`src/sv/d8ms_pkg.sv`:
```
package d8ms_pkg;

	// Register widths, fixed by the register map
	localparam int LINE_LENGTH_W = 11;
	localparam int LINE_COUNT_W  = 16;
	localparam int INV_W         = 24;
	localparam int CFG_INDEX_W   = 2;
	localparam int CFG_DATA_W    = 24;
	localparam int GRADIENT_W    = 32;

	// Register reset values
	localparam logic [LINE_LENGTH_W-1:0] LINE_LENGTH_RST = 11'd1024;
	localparam logic [LINE_COUNT_W-1:0]  LINE_COUNT_RST  = 16'd1;
	localparam logic [INV_W-1:0]         INV_ORTH_RST    = 24'd65536;
	localparam logic [INV_W-1:0]         INV_DIAG_RST    = 24'd46341;

	// Register map
	typedef enum logic [CFG_INDEX_W-1:0] {
		REG_LINE_LENGTH = 2'd0,
		REG_LINE_COUNT  = 2'd1,
		REG_INV_ORTH    = 2'd2,
		REG_INV_DIAG    = 2'd3
	} cfg_reg_t;

	// Input item kinds
	typedef enum logic {
		OP_SAMPLE = 1'b0,
		OP_DRAIN  = 1'b1
	} opcode_t;

	// Per-item control that travels with the sample down the pipeline
	typedef struct packed {
		logic emit;        // item produces a result
		logic top_edge;    // output cell on first line
		logic bottom_edge; // output cell on last line
		logic left_edge;   // output cell at start of line
		logic right_edge;  // output cell at end of line
		logic last;        // output cell is the frame's final cell
	} item_ctl_t;

endpackage

```
`src/sv/d8ms_seq.sv`:
```
module d8ms_seq import d8ms_pkg::*; #(
	parameter int MAX_LINE_LENGTH = 1024
) (
	input  logic                                 clk,
	input  logic                                 arst_n,
	input  logic                                 accept,
	input  logic [$clog2(MAX_LINE_LENGTH+1)-1:0] len_eff,
	input  logic [LINE_COUNT_W-1:0]              cnt_eff,
	output logic [$clog2(MAX_LINE_LENGTH)-1:0]   pos,
	output item_ctl_t                            ctl
);

	localparam int POS_W = $clog2(MAX_LINE_LENGTH);
	localparam int LEN_W = $clog2(MAX_LINE_LENGTH + 1);

	logic [POS_W-1:0]        in_pos_q;
	logic [1:0]              in_line_q;
	logic [POS_W-1:0]        out_pos_q;
	logic [LINE_COUNT_W-1:0] out_line_q;
	logic                    in_wrap;
	logic                    out_end;

	// Line-end and frame-edge decode from the current counters
	always_comb begin
		in_wrap         = (LEN_W'(in_pos_q) + LEN_W'(1)) >= len_eff;
		out_end         = (LEN_W'(out_pos_q) + LEN_W'(1)) >= len_eff;
		ctl.emit        = (in_line_q == 2'd2) || ((in_line_q == 2'd1) && (in_pos_q != '0));
		ctl.top_edge    = out_line_q == '0;
		ctl.bottom_edge = ((LINE_COUNT_W+1)'(out_line_q) + (LINE_COUNT_W+1)'(1))
			>= (LINE_COUNT_W+1)'(cnt_eff);
		ctl.left_edge   = out_pos_q == '0;
		ctl.right_edge  = out_end;
		ctl.last        = ctl.bottom_edge && out_end;
	end

	assign pos = in_pos_q;

	// Input and output raster counters; the final cell restarts the frame
	always_ff @(posedge clk or negedge arst_n) begin
		if (!arst_n) begin
			in_pos_q   <= '0;
			in_line_q  <= '0;
			out_pos_q  <= '0;
			out_line_q <= '0;
		end else if (accept) begin
			if (ctl.emit && ctl.last) begin
				in_pos_q   <= '0;
				in_line_q  <= '0;
				out_pos_q  <= '0;
				out_line_q <= '0;
			end else begin
				if (in_wrap) begin
					in_pos_q <= '0;
					if (in_line_q != 2'd2) begin
						in_line_q <= in_line_q + 2'd1;
					end
				end else begin
					in_pos_q <= in_pos_q + POS_W'(1);
				end
				if (ctl.emit) begin
					if (out_end) begin
						out_pos_q  <= '0;
						out_line_q <= out_line_q + LINE_COUNT_W'(1);
					end else begin
						out_pos_q <= out_pos_q + POS_W'(1);
					end
				end
			end
		end
	end

endmodule

```
`config.mk`:
```
export PLATFORM = sky130hd
export DESIGN_NAME = d8ms_seq
export DESIGN_NICKNAME = d
export VERILOG_FILES = /design/src/sv/d8ms_pkg.sv /design/src/sv/d8ms_seq.sv
export SDC_FILE = /design/constraint.sdc
export NUM_CORES = 1
export LEC_CHECK = 0
export BUFFER_PORTS_ARGS = -buffer_cell sky130_fd_sc_hd__buf_2
export CORE_ASPECT_RATIO = 1.1
export CORE_UTILIZATION = 30
export CTS_BUF_LIST = sky130_fd_sc_hd__clkbuf_4 sky130_fd_sc_hd__clkbuf_8
export DETAILED_ROUTE_END_ITERATION = 10
export PLACE_DENSITY = 0.58
export SLEW_MARGIN = 20
export SYNTH_ARGS = -nofsm -noshare
export SYNTH_HDL_FRONTEND = slang
export SYNTH_SLANG_ARGS = --single-unit
```
`constraint.sdc`:
```
create_clock -name clk -period 4.3 [get_ports clk]
set_input_delay 0.43 -clock clk [delete_from_list [all_inputs] [get_ports clk]]
set_output_delay 0.43 -clock clk [all_outputs]
set_load 0.01 [all_outputs]
```
==> metrics.sh <==
TIMING_WORST_SLEW_PIN_VALUE_PS=913
CRIT_FANOUT=9
FIN_SETUP_TNS_PS=0
PATH_CLASS='register to output pin'
WORSTHOLDPATHTYPE='input port to asynchronous set/reset pin'
YOSYSWARNINGS=0
IRDROPWORSTVDD_mV=0.125
SYNTH_ASYNC_SR_FLOP_SHARE=1.00
TIMING.CRITICAL_PATH.FROM_TYPE='register'
DETAILROUTE.WIRELENGTH.MET2_MM=3.73
INTERNAL_POWER_uW=727
SYNTH.TOP_CELL.AREA_SHARE=0.288
PATH_DEPTH_OF_THE_WORST_REG2REG_PATH=14
SYN_AREA_PER_CELL_UM2=8.55
NETLIST_INSTANCES=386
PLACEDINSTANCEAREA_MM2=0.00368
CRITICAL_PATH_DEPTH=13
FINALWEIGHTEDCONGESTION=0.807
HIGHEST-SIGNAL-LAYER='met4'
CORE_REGION_AREA_MM2=0.0105
NUMPLACEDINSTANCES=566
SYNTH_AREA_LEADERS='sky130_fd_sc_hd__dfrtp_1 29%, sky130_fd_sc_hd__ha_1 17%, sky130_fd_sc_hd__nand2_1 5.0%, sky130_fd_sc_hd__inv_1 4.7%, sky130_fd_sc_hd__o21ai_0 4.2%'
ACHIEVABLE_FREQUENCY_GHz=0.259
DIE_W_UM=102
MAX_CAP_VIOL_COUNT=0
CRITICAL-PATH-SLOWEST-CELL='sky130_fd_sc_hd__dfrtp_1'
CLOCK_SKEW_PS=11.8
DESIGN.DIE.AREA_MM2=0.0114
DRT-PASS1-ITER-COUNT=4
INITIAL_CORE_UTIL=0.313
DPL_WORST_SLACK_PS=673
TIMING.FINAL.CRIT_PERIOD_PS=3860
PWR_DENSITY_CELL_mW_PER_MM2=312
POSTCTSSETUPREPAIRBUFS=0
TIMING.FINAL.WS_SETUP_PS=443
CRITPATHTOPFAMILY='simple AND/OR/NAND/NOR gates'
REGTOREGSTARTPOINT='out_line_q[2]'
WORST_SKEW_PAIR.LATE_LATENCY_PS=300
MOST_FREQUENT_CELLS_AFTER_SYNTHESIS='46 x sky130_fd_sc_hd__ha_1, 44 x sky130_fd_sc_hd__nand2_1, 41 x sky130_fd_sc_hd__inv_1'
CTS_HOLD_BUF=0
INSERTED_CLOCK_BUFFERS=5
CTS_MAX_PATH_BUFFERS=2
POSTCTS_RESIZE_CNT=0
SETUP_VIOLATIONS=0
CRITPATHBUFINV=2
INSERTEDDIODECOUNT=0
SYNTHTOLAYOUTAREAGROWTH_PCT=14.2
WORST-ENDPOINT-REQUIRED_PS=3870
MOST_FREQUENT_CELL_AFTER_SYNTHESIS='sky130_fd_sc_hd__ha_1'
P_TOTAL_uW=1180
PATH_CELLS='and3_2, nand3_1, nor3_2, and3_1, and3_1, xor2_1, ha_1, nand3_1, nand2b_1, nand3_2, nor2_4, inv_2, buf_2'
GRT_OVERFLOW=0
DIE_HEIGHT_UM=112
M1WIRELENGTH_MM=3.54
RRSETUPSLACK_PS=680
DETAILEDROUTE.FIRSTITERATIONVIOLATIONS=107
NET-SWITCHING-POWER_uW=449
ROUTED-VIA-COUNT=2855
LAYOUT.AREA.SEQ_UM2=951
ANTENNA_FOUND_INITIAL=0
SYNTH_FP_NETS=462
SETUP_REPAIR_AFTER_GLOBAL_ROUTING_MISSED_ITS_MARGIN='false'
SYNTH_SEQUENTIAL_AREA_RATIO=0.288
HPWLAFTERDP_MM=6.07
SLEW_VIOL_FINAL=0
IOPINCOUNT=46
GRT_MAX_DEGREE=39
TIMING_HOLD_VIOLATIONS_FINAL=0
PLACEMENTROWS=39
CTS_NUM_SINKS=38
STATIC_LEAKAGE_uW=0.00202
DRCVIOLATIONCOUNT=0
CTS.HTREE.LEVELS=2
PORT_BUFFERS=45
SYNTH-MAIN-FF-CELL='sky130_fd_sc_hd__dfrtp_1'
NUMBER_OF_SYNTHESIZED_REGISTER_BITS=38
CLOCKROOTBUFFER='sky130_fd_sc_hd__clkbuf_8'
GRT_USE_TOTAL=0.141
P_SEQ_FRAC=0.409
POSTROUTEANTENNANETS=0
P_COMB_FRAC=0.365
STDCELL_AREA_MM2=0.00377
SYNTHDOMINANTAREACELLTYPE='sky130_fd_sc_hd__dfrtp_1'
CTS_TREE='yes'
POST_LAYOUT_NONFILLER_INSTANCES=574
FILL_CELLS=1107
CRITPATHCAPTURE='ctl[3]'
SLEW_HEADROOM=0.392
ROUTED-WL-MET3_UM=306
ROUTE.DETAILED.WL_PER_INST_UM=13.4
ROUTED_WL_MM=7.69
POWER.SWITCHING_FRACTION=0.382
CLOCK_TRANSITION_AT_THE_REGISTERS_OF_THE_REPORTED_PATHS_PS=80
CP_SLOWEST_STAGE_DELAY_PS=510
SYNTH_CELL_TYPE_COUNT=53
RUN_STATUS='completed'
MULTI_INPUT_COMB_AREA_MM2=0.00214
WORST_R2R_ENDPOINT='out_line_q[8]'
CLOCK_POWER_SHARE=0.226
CP_DATA_ARRIVAL_TIME_PS=3430
DRIVE_ABOVE_1_SHARE=0.158
SYNTH.CELL_AREA_MM2=0.00330
FIRST_GLOBAL_VIAS=2848
SYNTH-EDFF-COUNT=0
TIMING.CRITICAL_PATH.FROM='out_line_q[2]'
FIN_NETS=506
POST_ROUTE_CLOCK_PERIOD_UTILIZATION=0.897
TIMING.CRITICAL_PATH.TO_TYPE='output pin'
ROUTE.DETAILED.VIAS_PER_INST=4.97
GRT_PASS1_WL_MM=12.9
==> layout make-up <==
class,instances,share of cell area
inverters,43,0.0428
clock inverters,2,0.00332
repair buffers,47,0.0637
clock buffers,6,0.0219
well taps,143,0.0474
flip-flops and latches,38,0.252
multi-input cells,295,0.569
==> power groups by stage <==
stage	registers, uW	clock network [uW]	logic [uW]
2_1_floorplan	482	0	290
3_3_place_gp	487	0	420
3_5_place_dp	486	0	436
4_1_cts	480	277	438
5_1_grt	490	287	494
6_report	482	265	429
==> flip-flops by register name, summed over array words and instances, names as in the netlist <==
| name | cells |
|---|---|
| in_line_q | 2 |
| out_line_q | 16 |
| out_pos_q | 10 |
| pos | 10 |
==> through the flow <==
step                hold slack [ps]   util
floorplan                       134      -
global placement                537  0.349
detailed placement              543  0.349
CTS                             300  0.358
global route                    342  0.358
finish                          267  0.358
==> cell families after synthesis <==
family | Yosys count | share of synthesized area
fa+ha+maj | 46 | 0.174
xor+xnor | 28 | 0.0743
mux | 1 | 0.00341
compound gates | 88 | 0.180
buf+inv | 53 | 0.0625
flops | 38 | 0.288
simple gates | 132 | 0.218
==> layout by cell type, fill, tap and decap left out, drive strengths merged, types with 2 or more instances in the layout <==
| cell | synthesis | layout |
|---|---|---|
| nand2b | 7 | 7 |
| clkinv | 1 | 2 |
| dfrtp | 38 | 38 |
| nor2b | 2 | 2 |
| ha | 46 | 46 |
| nand2 | 44 | 44 |
| a21oi | 11 | 11 |
| nor4 | 7 | 7 |
| o2bb2ai | 11 | 11 |
| xor2 | 14 | 14 |
| o211ai | 3 | 3 |
| xnor2 | 14 | 14 |
| nor2 | 17 | 17 |
| a22o | 3 | 3 |
| buf | 4 | 47 |
| and3 | 15 | 15 |
| a21o | 7 | 7 |
| o21ai | 32 | 32 |
| nand3 | 23 | 23 |
| o21bai | 6 | 6 |
| nand4 | 5 | 5 |
| nor3 | 4 | 4 |
| clkbuf | 6 | 6 |
| inv | 42 | 42 |
| a211o | 2 | 2 |
| a221oi | 3 | 3 |
| o22ai | 3 | 3 |
| a2111oi | 2 | 2 |
==> routing by layer <==
metal / GRT usage / up-vias
met3: 0.0181 / 11
met2: 0.246 / 73
li1: - / 1456
met4: 0.0467 / 0
met5: 0 / -
met1: 0.177 / 1315
==> worst min-delay path by stage <==
stage                            start      endpoint  slack [ps]  cells past startpoint
after floorplan                 arst_n  in_line_q[0]         130                      0
after CTS                       arst_n  in_line_q[1]         300                      1
final                           arst_n  in_line_q[1]         270                      1
after detailed placement  out_pos_q[9]  out_pos_q[9]         540                      2
after global routing            arst_n  in_line_q[1]         340                      1
after global placement    in_line_q[1]  in_line_q[1]         540                      2
No activity file was read; power rests on OpenSTA's default activity.
