===== config.mk =====
export PLATFORM = sky130hd
export DESIGN_NAME = d8ms_slope
export DESIGN_NICKNAME = d
export VERILOG_FILES = /design/src/sv/d8ms_pkg.sv /design/src/sv/d8ms_slope.sv
export SDC_FILE = /design/constraint.sdc
export NUM_CORES = 2
export LEC_CHECK = 0
export ABC_AREA = 1
export BUFFER_PORTS_ARGS = -buffer_cell sky130_fd_sc_hd__buf_2
export CORE_MARGIN = 2
export CORE_UTILIZATION = 52
export DETAILED_ROUTE_END_ITERATION = 8
export PLACE_DENSITY_LB_ADDON = 0.25
export SYNTH_ARGS = -nofsm -noshare
export SYNTH_HDL_FRONTEND = slang
export SYNTH_SLANG_ARGS = --single-unit

===== constraint.sdc =====
create_clock -name clk -period 21.9 [get_ports clk]
set_input_delay 3.285 -clock clk [delete_from_list [all_inputs] [get_ports clk]]
set_output_delay 3.285 -clock clk [all_outputs]
set_load 0.01 [all_outputs]

===== src/sv/d8ms_pkg.sv =====
package d8ms_pkg;

	// Register widths, fixed by the register map
	localparam int LINE_LENGTH_W = 11;
	localparam int LINE_COUNT_W  = 16;
	localparam int INV_W         = 24;
	localparam int CFG_INDEX_W   = 2;
	localparam int CFG_DATA_W    = 24;
	localparam int GRADIENT_W    = 32;

	// Register reset values
	localparam logic [LINE_LENGTH_W-1:0] LINE_LENGTH_RST = 11'd1024;
	localparam logic [LINE_COUNT_W-1:0]  LINE_COUNT_RST  = 16'd1;
	localparam logic [INV_W-1:0]         INV_ORTH_RST    = 24'd65536;
	localparam logic [INV_W-1:0]         INV_DIAG_RST    = 24'd46341;

	// Register map
	typedef enum logic [CFG_INDEX_W-1:0] {
		REG_LINE_LENGTH = 2'd0,
		REG_LINE_COUNT  = 2'd1,
		REG_INV_ORTH    = 2'd2,
		REG_INV_DIAG    = 2'd3
	} cfg_reg_t;

	// Input item kinds
	typedef enum logic {
		OP_SAMPLE = 1'b0,
		OP_DRAIN  = 1'b1
	} opcode_t;

	// Per-item control that travels with the sample down the pipeline
	typedef struct packed {
		logic emit;        // item produces a result
		logic top_edge;    // output cell on first line
		logic bottom_edge; // output cell on last line
		logic left_edge;   // output cell at start of line
		logic right_edge;  // output cell at end of line
		logic last;        // output cell is the frame's final cell
	} item_ctl_t;

endpackage


===== src/sv/d8ms_slope.sv =====
module d8ms_slope import d8ms_pkg::*; #(
	parameter int ELEVATION_WIDTH = 24
) (
	input  logic                       clk,
	input  logic                       arst_n,
	input  logic                       adv,
	input  logic                       col_valid,
	input  item_ctl_t                  col_ctl,
	input  logic [ELEVATION_WIDTH-1:0] col_older,
	input  logic [ELEVATION_WIDTH-1:0] col_newer,
	input  logic [ELEVATION_WIDTH-1:0] col_cur,
	input  logic [INV_W-1:0]           inv_orth,
	input  logic [INV_W-1:0]           inv_diag,
	output logic                       res_valid,
	output logic [GRADIENT_W-1:0]      res_gradient,
	output logic                       res_last
);

	localparam int EW     = ELEVATION_WIDTH;
	localparam int PROD_W = EW + INV_W;

	// Window: rows oldest line to current line, columns oldest to newest
	logic [EW-1:0]     win_q [3][3];
	logic              v_s2;
	item_ctl_t         ctl_s2;

	logic              v_s3;
	logic              last_s3;
	logic [EW-1:0]     drop_o_s3;
	logic [EW-1:0]     drop_d_s3;

	logic              v_s4;
	logic              last_s4;
	logic [PROD_W-1:0] prod_o_s4;
	logic [PROD_W-1:0] prod_d_s4;

	logic [EW-1:0]     max_o;
	logic [EW-1:0]     max_d;
	logic [PROD_W-1:0] best;
	logic [63:0]       best_ext;

	// Window shift: new column enters on the right
	always_ff @(posedge clk or negedge arst_n) begin
		if (!arst_n) begin
			v_s2 <= 1'b0;
			for (int r = 0; r < 3; r++) begin
				for (int c = 0; c < 3; c++) begin
					win_q[r][c] <= '0;
				end
			end
		end else if (adv) begin
			v_s2 <= col_valid;
			if (col_valid) begin
				for (int r = 0; r < 3; r++) begin
					win_q[r][0] <= win_q[r][1];
					win_q[r][1] <= win_q[r][2];
				end
				win_q[0][2] <= col_older;
				win_q[1][2] <= col_newer;
				win_q[2][2] <= col_cur;
			end
		end
	end

	always_ff @(posedge clk) begin
		if (adv) begin
			ctl_s2 <= col_ctl;
		end
	end

	// Largest positive drop to an in-frame neighbour, orthogonal and diagonal apart
	always_comb begin
		logic [EW:0]   diff;
		logic          in_frame;
		logic [EW-1:0] drop;
		max_o = '0;
		max_d = '0;
		for (int r = 0; r < 3; r++) begin
			for (int c = 0; c < 3; c++) begin
				diff     = {win_q[1][1][EW-1], win_q[1][1]} - {win_q[r][c][EW-1], win_q[r][c]};
				in_frame = !((r == 0) && ctl_s2.top_edge) && !((r == 2) && ctl_s2.bottom_edge)
					&& !((c == 0) && ctl_s2.left_edge) && !((c == 2) && ctl_s2.right_edge);
				drop     = (in_frame && !diff[EW] && (diff != '0)) ? diff[EW-1:0] : '0;
				if ((r == 1) != (c == 1)) begin
					if (drop > max_o) begin
						max_o = drop;
					end
				end else if ((r != 1) && (c != 1)) begin
					if (drop > max_d) begin
						max_d = drop;
					end
				end
			end
		end
	end

	always_ff @(posedge clk or negedge arst_n) begin
		if (!arst_n) begin
			v_s3 <= 1'b0;
			v_s4 <= 1'b0;
		end else if (adv) begin
			v_s3 <= v_s2 && ctl_s2.emit;
			v_s4 <= v_s3;
		end
	end

	// Drops, then scaling by the reciprocal distances
	always_ff @(posedge clk) begin
		if (adv) begin
			last_s3   <= ctl_s2.last;
			drop_o_s3 <= max_o;
			drop_d_s3 <= max_d;
			last_s4   <= last_s3;
			prod_o_s4 <= PROD_W'(drop_o_s3) * PROD_W'(inv_orth);
			prod_d_s4 <= PROD_W'(drop_d_s3) * PROD_W'(inv_diag);
		end
	end

	// Larger gradient, saturated to the result width
	always_comb begin
		best         = (prod_o_s4 > prod_d_s4) ? prod_o_s4 : prod_d_s4;
		best_ext     = 64'(best);
		res_gradient = (best_ext[63:GRADIENT_W] != '0) ? '1 : best_ext[GRADIENT_W-1:0];
	end

	assign res_valid = v_s4;
	assign res_last  = last_s4;

endmodule


==> flow_metrics.tcl <==
set metrics [dict create \
    outcome "finished clean" \
    drc 0 \
    fin_hold_viols 0 \
    max_clock_freq_mhz 83.7 \
    critPathKind "register to register" \
    synth_enable_flop_cells 152 \
    finalNetCount 11928 \
    worstPathMaxFanout 25 \
    std_cell_rows 137 \
    clk_path_buf_depth 3 \
    predominant_post_synthesis_flop_cell "sky130_fd_sc_hd__dfrtp_1" \
    tritoncts_num_sinks 371 \
    cts-htree-levels 2 \
    avg_wl_per_cell_um 19.6 \
    area_delta_synth_final_pct 5.53 \
    whs_path_depth 0 \
    hp-start "last_s3" \
    finalMaxSlewViolations 0 \
    tritoncts "done" \
    port_buffers 163 \
    final_common_cell "sky130_fd_sc_hd__nand2_1" \
    ff2ff_path_depth 50 \
    synth_seq_area_share_pct 13.7 \
    holdBufCountCts 0 \
    final-setup-viol-count 0 \
    r2r-start "win_q[106]" \
    global_route.usage.total_pct 33.4 \
    dr_total_vias 65460 \
    core_um2 140000 \
    die_w_um 379 \
    drt-pass1-iter-count 7 \
    syn-instance-count 10112 \
    grt_setup_unrepaired "no" \
    syn_area_um2 73100 \
    initial_core_util_pct 52.4 \
    synth-simple-area-share_pct 24.1 \
    min_to "res_last" \
    synth_async_sr_flop_share_pct 59.0 \
    antenna_found_initial 4 \
    routed_via_density 5.45 \
    finalCriticalPeriod_ns 11.95 \
    vias_in_the_first_global_route 66476 \
    drtAntennaViolNets 0 \
    die-area_um2 144000 \
    global_route.overflow_total 0 \
    clk_root_buffer_cell "sky130_fd_sc_hd__clkbuf_16" \
    num_io_pins 164 \
    gp_routability_congestion 0.986 \
    layout_worst_path_cycle_share_pct 54.6 \
    cp_common_cell "sky130_fd_sc_hd__nand2_1" \
    height_of_the_die_um 379 \
    yosys_register_bits 371 \
    post_cts.resized_instances 0 \
    worstReg2RegEnd "drop_o_s3[20]" \
    worstSkewPairLatency_ns 0.66 \
    cts_inserted_buffers 46 \
    timing.critical_path.required_ns 22.42 \
    worst_margin_slew_ns 1.23 \
    cpMaxStageDelayCell "sky130_fd_sc_hd__inv_1" \
    synth-xor-area-share_pct 1.87 \
    grt_start_max_net_pins 131 \
    maxCapViolations 0 \
    crit_path_end_kind "register" \
    clock_transition_time_at_the_flip_flop_clock_pins_of_the_worst_setup_and_hold_paths_ns 0.06 \
    main_combinational_cell_family_by_area_after_synthesis "adder cells" \
    worstHoldPathType "register to register" \
    most-common-layout-cells "sky130_fd_sc_hd__nand2_1 (2843), sky130_fd_sc_hd__inv_1 (2414), sky130_fd_sc_hd__fa_1 (972), sky130_fd_sc_hd__ha_1 (732), sky130_fd_sc_hd__nor2_1 (526)" \
    setup-tns-final_ns 0 \
    wl_um 236000 \
    grt_pass1_wl_um 371000 \
    compound_gate_portion_of_the_synthesized_area_pct 6.76 \
    avgSynthCellArea_um2 7.23 \
    yosys_warnings 0 \
    r2r_setup_slack_ns 9.95 \
    timing.max_slew.rel_slack_pct 17.5 \
    clock-skew-final_ns 0.0552 \
    synth_adder_area_share_pct 39.1 \
    cpPeakStageDelay_ns 0.77 \
    synth.distinct_cells 61 \
    crit_arrival_ns 12.47 \
    net_count_after_synthesis 11946 \
    postCtsSetupBuffers 0 \
    drt_iter0_drc 5301 \
    post_route_cells_drive_above_1_share_pct 4.32 \
    startpoint_type "register" \
    dp_hpwl_um 188000 \
    post_synth_mux_area_share_pct 0.0770 \
]
-- layout make-up --
| cell class | count | area [µm²] |
|---|---|---|
| clock buffer | 62 | 1300 |
| inverter | 2428 | 9110 |
| timing repair buffer | 248 | 1470 |
| fill | 13649 | 62400 |
| antenna | 3 | 7.51 |
| multi-input combinational | 6999 | 52600 |
| tap | 1876 | 2350 |
| clock inverter | 22 | 251 |
| sequential | 371 | 10000 |
-- state kept, by name, summed over array words and instances (netlist names), 6 cells and up --
| name | flops |
|---|---|
| prod_o_s4 | 48 |
| ctl_s2 | 6 |
| drop_o_s3 | 24 |
| win_q | 216 |
| prod_d_s4 | 48 |
| drop_d_s3 | 24 |
-- layer usage --
layer	up-vias	GRT usage, %	wire (µm)
li1	30658	-	-
met2	2614	56.3	111000
met4	4	13.3	10800
met1	31610	43.3	96200
met3	574	4.53	17400
met5	-	0	31
-- through the flow --
step | setup WS (ns) | utilization, % | cells | instance area, µm² | hold WS, ns
floorplan | 12.76 | - | 10112 | 73100 | 0.400
global placement | 10.39 | 54.2 | 11922 | 75600 | 0.406
detailed placement | 10.25 | 54.2 | 11922 | 75600 | 0.410
CTS | 10.23 | 55.3 | 12006 | 77200 | 0.434
global route | 8.61 | 55.3 | 12007 | 77200 | 0.436
finish | 9.95 | 55.3 | 12009 | 77200 | 0.428
-- cell usage after synthesis, types with 8 or more instances --
cell type                  instances  area (µm²)
sky130_fd_sc_hd__xor2_1           97         850
sky130_fd_sc_hd__nand4_1         228        1430
sky130_fd_sc_hd__o21bai_1         16         120
sky130_fd_sc_hd__inv_1          2414        9060
sky130_fd_sc_hd__dfrtp_1         219        5480
sky130_fd_sc_hd__o21a_1           16         120
sky130_fd_sc_hd__nor2_1          527        1980
sky130_fd_sc_hd__o221ai_1         10        87.6
sky130_fd_sc_hd__buf_2            30         150
sky130_fd_sc_hd__nor2_2           28         175
sky130_fd_sc_hd__xnor2_1          59         517
sky130_fd_sc_hd__nand3_1         382        1910
sky130_fd_sc_hd__nand2_1        2844       10700
sky130_fd_sc_hd__a21oi_1         508        2540
sky130_fd_sc_hd__nand2_2          11        68.8
sky130_fd_sc_hd__a31oi_1          20         125
sky130_fd_sc_hd__clkbuf_1        253         950
sky130_fd_sc_hd__buf_6            10         113
sky130_fd_sc_hd__a21o_1            8        60.1
sky130_fd_sc_hd__nor4_1           19         119
sky130_fd_sc_hd__and2_1           52         325
sky130_fd_sc_hd__o211ai_1         11        82.6
sky130_fd_sc_hd__edfxtp_1        152        4560
sky130_fd_sc_hd__nand3b_1         33         248
sky130_fd_sc_hd__nand3_2          27         270
sky130_fd_sc_hd__buf_4             8        60.1
sky130_fd_sc_hd__fa_1            972       19500
sky130_fd_sc_hd__nor3_1           49         245
sky130_fd_sc_hd__ha_1            732        9160
sky130_fd_sc_hd__inv_2            14        52.6
sky130_fd_sc_hd__buf_1            10        37.5
sky130_fd_sc_hd__o21ai_1           9        45.0
sky130_fd_sc_hd__o21ai_0         270        1350
-- worst max-delay path by stage --
stage | from | to | slack [ns] | cells after the start
2_1_floorplan | inv_diag[9] | prod_d_s4[43] | 12.76 | 24
3_3_place_gp | win_q[105] | drop_o_s3[5] | 10.39 | 50
3_5_place_dp | win_q[105] | drop_o_s3[20] | 10.25 | 50
4_1_cts | win_q[105] | drop_o_s3[20] | 10.23 | 50
5_1_grt | win_q[106] | drop_o_s3[7] | 8.61 | 48
6_report | win_q[106] | drop_o_s3[20] | 9.95 | 50
-- critical path: cells and delay by family, from the launching register on --
family | cells | cell delay [ns]
buffers and inverters | 10 | 2.90
adders and majority gates | 4 | 1.33
DFF | 1 | 0.35
AOI/OAI and AO/OA | 5 | 0.91
and+or+nand+nor | 31 | 6.33
-- cells by family (layout without fill, tap and decap cells) --
group	count (synthesis)	in the layout
buf+inv	2742	2760
fa+ha+maj	1704	1704
flops	371	371
xor+xnor	156	156
mux	5	5
other cells	0	3
compound gates	915	915
simple gates	4219	4219
Power is not shown: default switching activity piles up to over one toggle a cycle in this logic, so the estimate is an artifact.
